<file path="config.mk">
export PLATFORM = sky130hd
export DESIGN_NAME = uvs_ctrl
export DESIGN_NICKNAME = d
export VERILOG_FILES = /design/src/hdl/uvs_pkg.sv /design/src/hdl/uvs_ctrl.sv
export VERILOG_INCLUDE_DIRS = /design/src /design/src/hdl
export SDC_FILE = /design/constraint.sdc
export NUM_CORES = 1
export LEC_CHECK = 0
export BUFFER_PORTS_ARGS = -buffer_cell sky130_fd_sc_hd__buf_2
export CORE_UTILIZATION = 45
export CTS_BUF_LIST = sky130_fd_sc_hd__clkbuf_4 sky130_fd_sc_hd__clkbuf_8
export CTS_CLUSTER_DIAMETER = 30
export CTS_CLUSTER_SIZE = 20
export DETAILED_ROUTE_END_ITERATION = 6
export HOLD_SLACK_MARGIN = 0.12
export PLACE_DENSITY = 0.78
export SYNTH_ARGS = -nofsm -noshare
export SYNTH_HDL_FRONTEND = slang
export SYNTH_SLANG_ARGS = --single-unit
</file>
<file path="constraint.sdc">
create_clock -name clk -period 1.25 [get_ports clk]
set_input_delay 0.0625 -clock clk [delete_from_list [all_inputs] [get_ports clk]]
set_output_delay 0.0625 -clock clk [all_outputs]
set_load 0.01 [all_outputs]
</file>
<file path="src/hdl/uv_sphere_mesh_generator_unit_defines.svh">
// Assertion macros used by the sphere generator controller
`ifndef UV_SPHERE_MESH_GENERATOR_UNIT_DEFINES_SVH
`define UV_SPHERE_MESH_GENERATOR_UNIT_DEFINES_SVH

// Same-cycle implication, sampled on clk, off while rst_n is low
`define UVS_ASSERT_IMPL(lbl, ante, cons, msg) \
    lbl: assert property (@(posedge clk) disable iff (!rst_n) (ante) |-> (cons)) \
        else $error(msg);

// Next-cycle implication, sampled on clk, off while rst_n is low
`define UVS_ASSERT_NEXT(lbl, ante, cons, msg) \
    lbl: assert property (@(posedge clk) disable iff (!rst_n) (ante) |=> (cons)) \
        else $error(msg);

`endif

</file>
<file path="src/hdl/uvs_pkg.sv">
// Types, constants and the sine table function of the sphere generator
`timescale 1ns / 1ps
package uvs_pkg;

    localparam int MAX_AXIAL_DEF       = 255;
    localparam int MAX_HEIGHT_DEF      = 256;
    localparam int SINE_TABLE_BITS_DEF = 10;

    localparam int IDX_W = 16;
    localparam int POS_W = 17;

    localparam logic [15:0] RADIUS_RST = 16'd256;
    localparam logic [7:0]  AXIAL_RST  = 8'd16;
    localparam logic [8:0]  HEIGHT_RST = 9'd16;

    localparam logic [1:0] CFG_RADIUS = 2'd0;
    localparam logic [1:0] CFG_AXIAL  = 2'd1;
    localparam logic [1:0] CFG_HEIGHT = 2'd2;

    localparam logic ITEM_VERTEX   = 1'b0;
    localparam logic ITEM_TRIANGLE = 1'b1;

    localparam logic [63:0] HALF_PI_Q30 = 64'd1686629713;

    typedef enum logic [2:0] {
        MS_DONE  = 3'd0,
        MS_RING  = 3'd1,
        MS_SOUTH = 3'd2,
        MS_NCAP  = 3'd3,
        MS_SIDE1 = 3'd4,
        MS_SIDE2 = 3'd5,
        MS_SCAP  = 3'd6
    } mesh_stage_t;

    typedef enum logic [3:0] {
        CS_FILL,
        CS_IDLE,
        CS_LK0,
        CS_LK1,
        CS_LK2,
        CS_LK3,
        CS_MUL0,
        CS_MUL1,
        CS_TRI,
        CS_OUT,
        CS_DIVP,
        CS_DIVP_WAIT,
        CS_DIVA,
        CS_DIVA_WAIT
    } ctrl_state_t;

    typedef enum logic [1:0] {
        OS_NORTH,
        OS_SOUTH,
        OS_RING,
        OS_TRI
    } out_sel_t;

    typedef struct packed {
        logic        fill_en;
        logic        latch;
        logic        div_start;
        logic        div_sel;
        logic        div_capture;
        logic        lk_en;
        logic [1:0]  lk_slot;
        logic        mul0;
        logic        mul1;
        logic        tri_base;
        logic        load_out;
        out_sel_t    out_sel;
        logic        advance;
    } uvs_cmd_t;

    typedef struct packed {
        logic        fill_last;
        logic        div_done;
        logic        out_free;
        mesh_stage_t stage;
    } uvs_status_t;

    // Reciprocal of the Taylor divisor (2n)(2n+1), scaled by 2^40 and rounded up;
    // exact floor division for any term below 2^32
    function automatic logic [63:0] taylor_recip(input int n);
        case (n)
            1:       return 64'd183251937963;
            2:       return 64'd54975581389;
            3:       return 64'd26178848281;
            4:       return 64'd15270994831;
            5:       return 64'd9995560253;
            6:       return 64'd7048151461;
            default: return 64'd5235769657;
        endcase
    endfunction

    // Quarter-wave sine entry k of a 2^bits table, Q1.15, by Taylor series in Q30
    function automatic logic [15:0] sine_entry(input int k, input int bits);
        logic [63:0]  x;
        logic [63:0]  x2;
        logic [63:0]  term;
        logic [63:0]  sum;
        logic [63:0]  v;
        logic [127:0] prod;
        int           n;
        x    = (64'(k) * HALF_PI_Q30) >> bits;
        x2   = (x * x) >> 30;
        term = x;
        sum  = x;
        for (n = 1; n < 8; n++)
        begin
            term = (term * x2) >> 30;
            prod = 128'(term) * 128'(taylor_recip(n));
            term = prod[103:40];
            if (n[0])
                sum = (sum >= term) ? sum - term : 64'd0;
            else
                sum = sum + term;
        end
        v = (sum + 64'd16384) >> 15;
        if (v > 64'd32767)
            v = 64'd32767;
        return v[15:0];
    endfunction

endpackage

</file>
<file path="src/hdl/uvs_ctrl.sv">
// Sphere generator controller: sequences fill, division, lookups, multiplies and result beats
`timescale 1ns / 1ps
`include "uv_sphere_mesh_generator_unit_defines.svh"
module uvs_ctrl
    import uvs_pkg::*;
(
    input  logic        clk,
    input  logic        rst_n,
    input  logic        in_valid,
    output logic        in_ready,
    input  logic        restart,
    input  uvs_status_t status,
    output uvs_cmd_t    cmd
);

    ctrl_state_t state_reg, state_next;
    out_sel_t    sel_reg, sel_next;
    logic        pend_reg, pend_next;

    always_ff @(posedge clk or negedge rst_n)
    begin
        if (!rst_n)
        begin
            state_reg <= CS_FILL;
            sel_reg   <= OS_NORTH;
            pend_reg  <= 1'b0;
        end
        else
        begin
            state_reg <= state_next;
            sel_reg   <= sel_next;
            pend_reg  <= pend_next;
        end
    end

    always_comb
    begin
        state_next = state_reg;
        sel_next   = sel_reg;
        pend_next  = pend_reg;
        cmd        = '0;
        in_ready   = (state_reg == CS_IDLE);
        case (state_reg)
            CS_FILL:
            begin
                cmd.fill_en = 1'b1;
                if (status.fill_last)
                    state_next = CS_IDLE;
            end
            CS_IDLE:
            begin
                if (in_valid)
                begin
                    if (restart)
                    begin
                        cmd.latch  = 1'b1;
                        sel_next   = OS_NORTH;
                        pend_next  = 1'b1;
                        state_next = CS_OUT;
                    end
                    else
                    begin
                        case (status.stage)
                            MS_RING:  state_next = CS_LK0;
                            MS_SOUTH:
                            begin
                                sel_next   = OS_SOUTH;
                                state_next = CS_OUT;
                            end
                            MS_NCAP, MS_SIDE1, MS_SIDE2, MS_SCAP:
                            begin
                                sel_next   = OS_TRI;
                                state_next = CS_TRI;
                            end
                            default:  state_next = CS_IDLE;
                        endcase
                    end
                end
            end
            CS_LK0:
            begin
                cmd.lk_en   = 1'b1;
                cmd.lk_slot = 2'd0;
                state_next  = CS_LK1;
            end
            CS_LK1:
            begin
                cmd.lk_en   = 1'b1;
                cmd.lk_slot = 2'd1;
                state_next  = CS_LK2;
            end
            CS_LK2:
            begin
                cmd.lk_en   = 1'b1;
                cmd.lk_slot = 2'd2;
                state_next  = CS_LK3;
            end
            CS_LK3:
            begin
                cmd.lk_en   = 1'b1;
                cmd.lk_slot = 2'd3;
                state_next  = CS_MUL0;
            end
            CS_MUL0:
            begin
                cmd.mul0   = 1'b1;
                state_next = CS_MUL1;
            end
            CS_MUL1:
            begin
                cmd.mul1   = 1'b1;
                sel_next   = OS_RING;
                state_next = CS_OUT;
            end
            CS_TRI:
            begin
                cmd.tri_base = 1'b1;
                state_next   = CS_OUT;
            end
            CS_OUT:
            begin
                cmd.out_sel = sel_reg;
                // hold until the result register is free
                if (status.out_free)
                begin
                    cmd.load_out = 1'b1;
                    cmd.advance  = (sel_reg != OS_NORTH);
                    pend_next    = 1'b0;
                    state_next   = pend_reg ? CS_DIVP : CS_IDLE;
                end
            end
            CS_DIVP:
            begin
                cmd.div_start = 1'b1;
                state_next    = CS_DIVP_WAIT;
            end
            CS_DIVP_WAIT:
            begin
                if (status.div_done)
                begin
                    cmd.div_capture = 1'b1;
                    state_next      = CS_DIVA;
                end
            end
            CS_DIVA:
            begin
                cmd.div_start = 1'b1;
                cmd.div_sel   = 1'b1;
                state_next    = CS_DIVA_WAIT;
            end
            CS_DIVA_WAIT:
            begin
                cmd.div_sel = 1'b1;
                if (status.div_done)
                begin
                    cmd.div_capture = 1'b1;
                    state_next      = CS_IDLE;
                end
            end
            default: state_next = CS_IDLE;
        endcase
    end

    `UVS_ASSERT_NEXT(a_fill_once, state_reg != CS_FILL, state_reg != CS_FILL, "table fill re-entered")
    `UVS_ASSERT_IMPL(a_load_free, cmd.load_out, status.out_free, "result loaded over a pending beat")
    `UVS_ASSERT_IMPL(a_cap_done, cmd.div_capture, status.div_done, "divider captured early")
    `UVS_ASSERT_NEXT(a_done_idle, in_valid && in_ready && !restart && status.stage == MS_DONE, state_reg == CS_IDLE, "finished sphere left idle")

endmodule

</file>
==> impl_metrics.py, run 1 <==
metrics = {
    "synth": {
        "synth_seq_cells": 7,
        "synth_fa_ha_area_share_pct": 0,
        "synth-compound-area-share_pct": 25.0,
        "synthCells": 92,
        "async_flop_share_pct": 100,
        "synth_top_cells_by_count": "nor2_1 (14), dfrtp_1 (7), nand2_1 (7), nand2b_1 (7), nor3_1 (6)",
        "seq_area_frac_synth_pct": 26.1,
        "syn_nets": 102,
        "synth_edf_count": 0,
        "synth_top_area_share_pct": 26.1,
        "yosys.area_share.simple_pct": 37.7,
        "synth_area_sq_um": 671,
        "ys_warn_count": 0,
        "syn_area_per_cell_sq_um": 7.29,
        "synthMuxAreaShare_pct": 1.49,
        "synth.area.top_cells": "dfrtp_1 (26%), nor2_1 (7.8%), nand2b_1 (6.5%)",
        "synth_xor_area_share_pct": 1.31,
        "synth_top_family_by_area": "simple AND/OR/NAND/NOR gates",
        "yosysUniqueCellTypes": 37,
        "yosys.area.top_type": "dfrtp_1",
        "synth_flop_cell": "dfrtp_1",
        "yosys.cell_count.top_type": "nor2_1",
    },
    "clock_network": {
        "numCtsBuffers": 3,
        "clk_path_buf_depth": 2,
        "clock-root-buffer": "clkbuf_4",
        "clock_sinks": 7,
        "htreeDepth": 1,
    },
    "die": {
        "start_util_pct": 49.7,
        "die_x_um": 40.6,
        "die_h_um": 40.6,
        "ios": 26,
        "rows": 13,
    },
    "status": {
        "status": "aborted with a tool error",
        "stop_stage": "global routing (5_1_grt)",
        "stop_error": "[ERROR DPL-0038] Utilization greater than 100%, impossible to legalize",
    },
    "placed_design": {
        "dp_hpwl_um": 1450,
        "dp_slack_ns": -0.197,
        "gp_congestion": 0.842,
        "io_buffers": 25,
    },
    "timing": {
        "repair-timing-grt-worst-ep": "cmd[13]",
        "worst_path_end_type": "primary output",
    },
    "grt": {
        "grt_max_degree": 11,
    },
}
==> kinds of logic after synthesis <==
family	count (synthesis)
flip-flops	7
XOR/XNOR	1
buffers and inverters	11
AND/OR/NAND/NOR	48
AO/OA/AOI/OAI	24
multiplexers	1
==> what timing repair did <==
item / in CTS
endpoints found under the setup margin: 22
resized for setup: 36
buffers inserted: 13
hold buffers: 1
pin swaps: 11
hold endpoints to repair: 7
==> metrics by stage <==
step                      area (sq um)  util, %  hold WS [ns]  setup TNS [ns]  instances
after floorplan                    684        -        -0.233          -0.124         92
after global placement             918     68.0       -0.0930          -0.150        142
after detailed placement           918     68.0       -0.0916          -0.483        142
after CTS                         1220     90.3         0.164           -2.29        159
==> run 2: changes to the inputs <==
==> config.mk (replaced) <==
export PLATFORM = sky130hd
export DESIGN_NAME = uvs_ctrl
export DESIGN_NICKNAME = d
export VERILOG_FILES = /design/src/hdl/uvs_pkg.sv /design/src/hdl/uvs_ctrl.sv
export VERILOG_INCLUDE_DIRS = /design/src /design/src/hdl
export SDC_FILE = /design/constraint.sdc
export NUM_CORES = 1
export LEC_CHECK = 0
export BUFFER_PORTS_ARGS = -buffer_cell sky130_fd_sc_hd__buf_2
export CORE_AREA = 2 2 63 65
export DETAILED_ROUTE_END_ITERATION = 6
export DIE_AREA = 0 0 65 67
export PLACE_DENSITY_LB_ADDON = 0.15
export SYNTH_ARGS = -nofsm -noshare
export SYNTH_HDL_FRONTEND = slang
export SYNTH_SLANG_ARGS = --single-unit
==> constraint.sdc (replaced) <==
create_clock -name clk -period 1.6 [get_ports clk]
set_input_delay 0.08 -clock clk [delete_from_list [all_inputs] [get_ports clk]]
set_output_delay 0.08 -clock clk [all_outputs]
set_load 0.01 [all_outputs]
==> impl_metrics.py, run 2 <==
metrics = {
    "status": {
        "status": "completed",
    },
    "synth": {
        "synth_seq_cells": 7,
        "synth_top_cells_by_count": "nor2_1 (14), dfrtp_1 (7), nand2_1 (7), nand2b_1 (7), nor3_1 (6)",
        "yosys.cell_count.top_type": "nor2_1",
        "syn_nets": 102,
        "synthCells": 92,
        "synth_area_sq_um": 671,
        "yosys.area.top_type": "dfrtp_1",
        "seq_area_frac_synth_pct": 26.1,
        "ys_warn_count": 0,
        "yosysUniqueCellTypes": 37,
        "async_flop_share_pct": 100,
        "syn_area_per_cell_sq_um": 7.29,
        "synth_edf_count": 0,
        "synth_flop_cell": "dfrtp_1",
        "synth.area.top_cells": "dfrtp_1 (26%), nor2_1 (7.8%), nand2b_1 (6.5%)",
        "synth_top_area_share_pct": 26.1,
    },
    "timing": {
        "finalClockSkew_ns": 0.00464,
        "fmax_ghz": 0.656,
        "tightest_slew_ns": 0.421,
        "holdWs_ns": 0.195,
        "min_period_ns": 1.52,
        "finalCritPeriodShare_pct": 95.2,
        "grt_setup_unrepaired": "yes",
        "hold_viol": 0,
        "finalSetupViolCount": 0,
        "drv_slew": 0,
        "slew_headroom_pct": 71.6,
        "fin_tns_setup_ns": 0,
    },
    "worst_setup_path": {
        "timing.rr.end": "sel_reg[0]",
        "crit_arrival_ns": 1.44,
        "rrSetupSlack_ns": 0.16,
        "critPathLaunchType": "flop",
        "cp.required_ns": 1.52,
        "crit_start": "state_reg[1]",
        "end_kind": "output port",
        "r2r_start": "state_reg[3]",
        "path_class": "reg -> out",
        "worstPathMaxFanout": 6,
        "rr_worst_depth": 5,
    },
    "die": {
        "ios": 26,
        "rows": 22,
        "die_h_um": 67,
        "fp.coreArea_sq_um": 3610,
        "die_x_um": 65,
        "dieArea_sq_um": 4360,
        "start_util_pct": 18.6,
    },
    "grt": {
        "grt_use_total_pct": 9.92,
        "grt_util_met2_pct": 17.5,
        "grt_pass1_wl_um": 3280,
        "overflow": 0,
        "grt_use_met3_pct": 3.38,
        "grt-busiest-layer": "met2",
        "grt_max_degree": 17,
        "grt_pass1_vias": 746,
        "antenna_found_initial": 0,
        "met1_usage_pct": 11.1,
    },
    "routing": {
        "avgRoutedWirePerCell_um": 11.6,
        "drt_first_pass_iters": 4,
        "num_vias": 760,
        "route.detailed.drc": 0,
        "viasPerCell": 4.47,
        "routed_wl_um": 1970,
        "ant_nets": 0,
        "drt-initial-drc-count": 13,
    },
    "power": {
        "power.leakage_uw": 0.000458,
        "power_density_nw_per_um2": 1830,
        "p_total_uw": 1720,
        "vdd_drop_max_mv": 0.517,
    },
    "clock_network": {
        "numCtsBuffers": 3,
        "clk_pin_slew_ns": 0.04,
        "insertion_delay_ns": 0.23,
        "clk_path_buf_depth": 2,
        "htreeDepth": 1,
        "clock_sinks": 7,
        "clock-root-buffer": "clkbuf_8",
        "cts_tree": "done",
    },
    "cells_and_area": {
        "fin_area_sq_um": 940,
        "nNetsFinal": 133,
        "finalNonFillerCells": 170,
        "diodes": 0,
        "mostFrequentLayoutCells": "buf_2 (25), nor2_1 (14), buf_4 (8), nand2_1 (7)",
        "syn_to_final_growth_pct": 40.1,
        "final_layout_size_suffix_gt1_share_pct": 34.4,
        "largest_reg_flops": 4,
        "final_common_cell": "buf_2",
    },
    "min_path": {
        "hold_depth": 3,
        "hp-start": "status[3]",
        "hold_path.class": "in -> reg",
        "worstHoldEndpoint": "pend_reg",
    },
    "placed_design": {
        "dpl-instance-area_sq_um": 871,
        "gp_congestion": 0.764,
        "dp_hpwl_um": 1550,
        "io_buffers": 25,
        "dpl.cell_count": 165,
    },
    "flow_run": {
        "maxCapViolCount": 0,
    },
}
==> run 2: cell type report <==
type | instances | area, sq um
Sequential cell | 7 | 179
Multi-Input combinational cell | 74 | 449
Fill cell | 412 | 2670
Tap cell | 48 | 60.1
Inverter | 3 | 11.3
Clock buffer | 4 | 45.0
Timing Repair Buffer | 34 | 195
==> run 2: routing by layer <==
layer | vias up | wire (um)
met5 | - | 0
met4 | 0 | 27
met3 | 2 | 81
met2 | 21 | 932
met1 | 351 | 928
li1 | 386 | -
==> run 2: critical path: stages, from the launching register on <==
cell and delay, ns:
dfrtp_1 0.41, nand2b_2 0.23, nor3_2 0.15, buf_4 0.16, and3_1 0.14, buf_2 0.12
==> run 2: cells by family (layout without fill, tap and decap cells) <==
| logic type | Yosys count | after routing | synth area share, % |
|---|---|---|---|
| buf+inv | 11 | 41 | 8.39 |
| simple gates | 48 | 48 | 37.7 |
| xor+xnor | 1 | 1 | 1.31 |
| flops | 7 | 7 | 26.1 |
| compound gates | 24 | 24 | 25.0 |
| mux | 1 | 1 | 1.49 |
==> run 2: power breakdown <==
group	internal (uW)	leakage [uW]	switching, uW
Combinational	503	0.000355	574
Sequential	269	0.0000808	123
Clock	172	0.0000228	75.9
Total	945	0.000458	773
==> run 2: what timing repair did <==
action                                  in CTS  in global routing
endpoints found under the hold margin        7                  0
buffers inserted                             0                  0
endpoints found under the setup margin       0                  4
hold buffers                                 1                  0
gates resized for setup                      0                  5
==> run 2: stage by stage <==
step | setup slack (ns) | util (%)
2_1_floorplan | 0.197 | -
3_3_place_gp | 0.184 | 24.1
3_5_place_dp | 0.150 | 24.1
4_1_cts | 0.0156 | 25.7
5_1_grt | -0.00771 | 26.1
6_report | 0.0768 | 26.1
==> run 2: worst max-delay path by stage <==
stage / to / depth (start not counted)
2_1_floorplan: sel_reg[0] / 5
3_3_place_gp: sel_reg[0] / 5
3_5_place_dp: sel_reg[0] / 5
4_1_cts: cmd[0] / 5
5_1_grt: cmd[12] / 5
6_report: cmd[13] / 5
No activity file was read; power rests on OpenSTA's default activity.
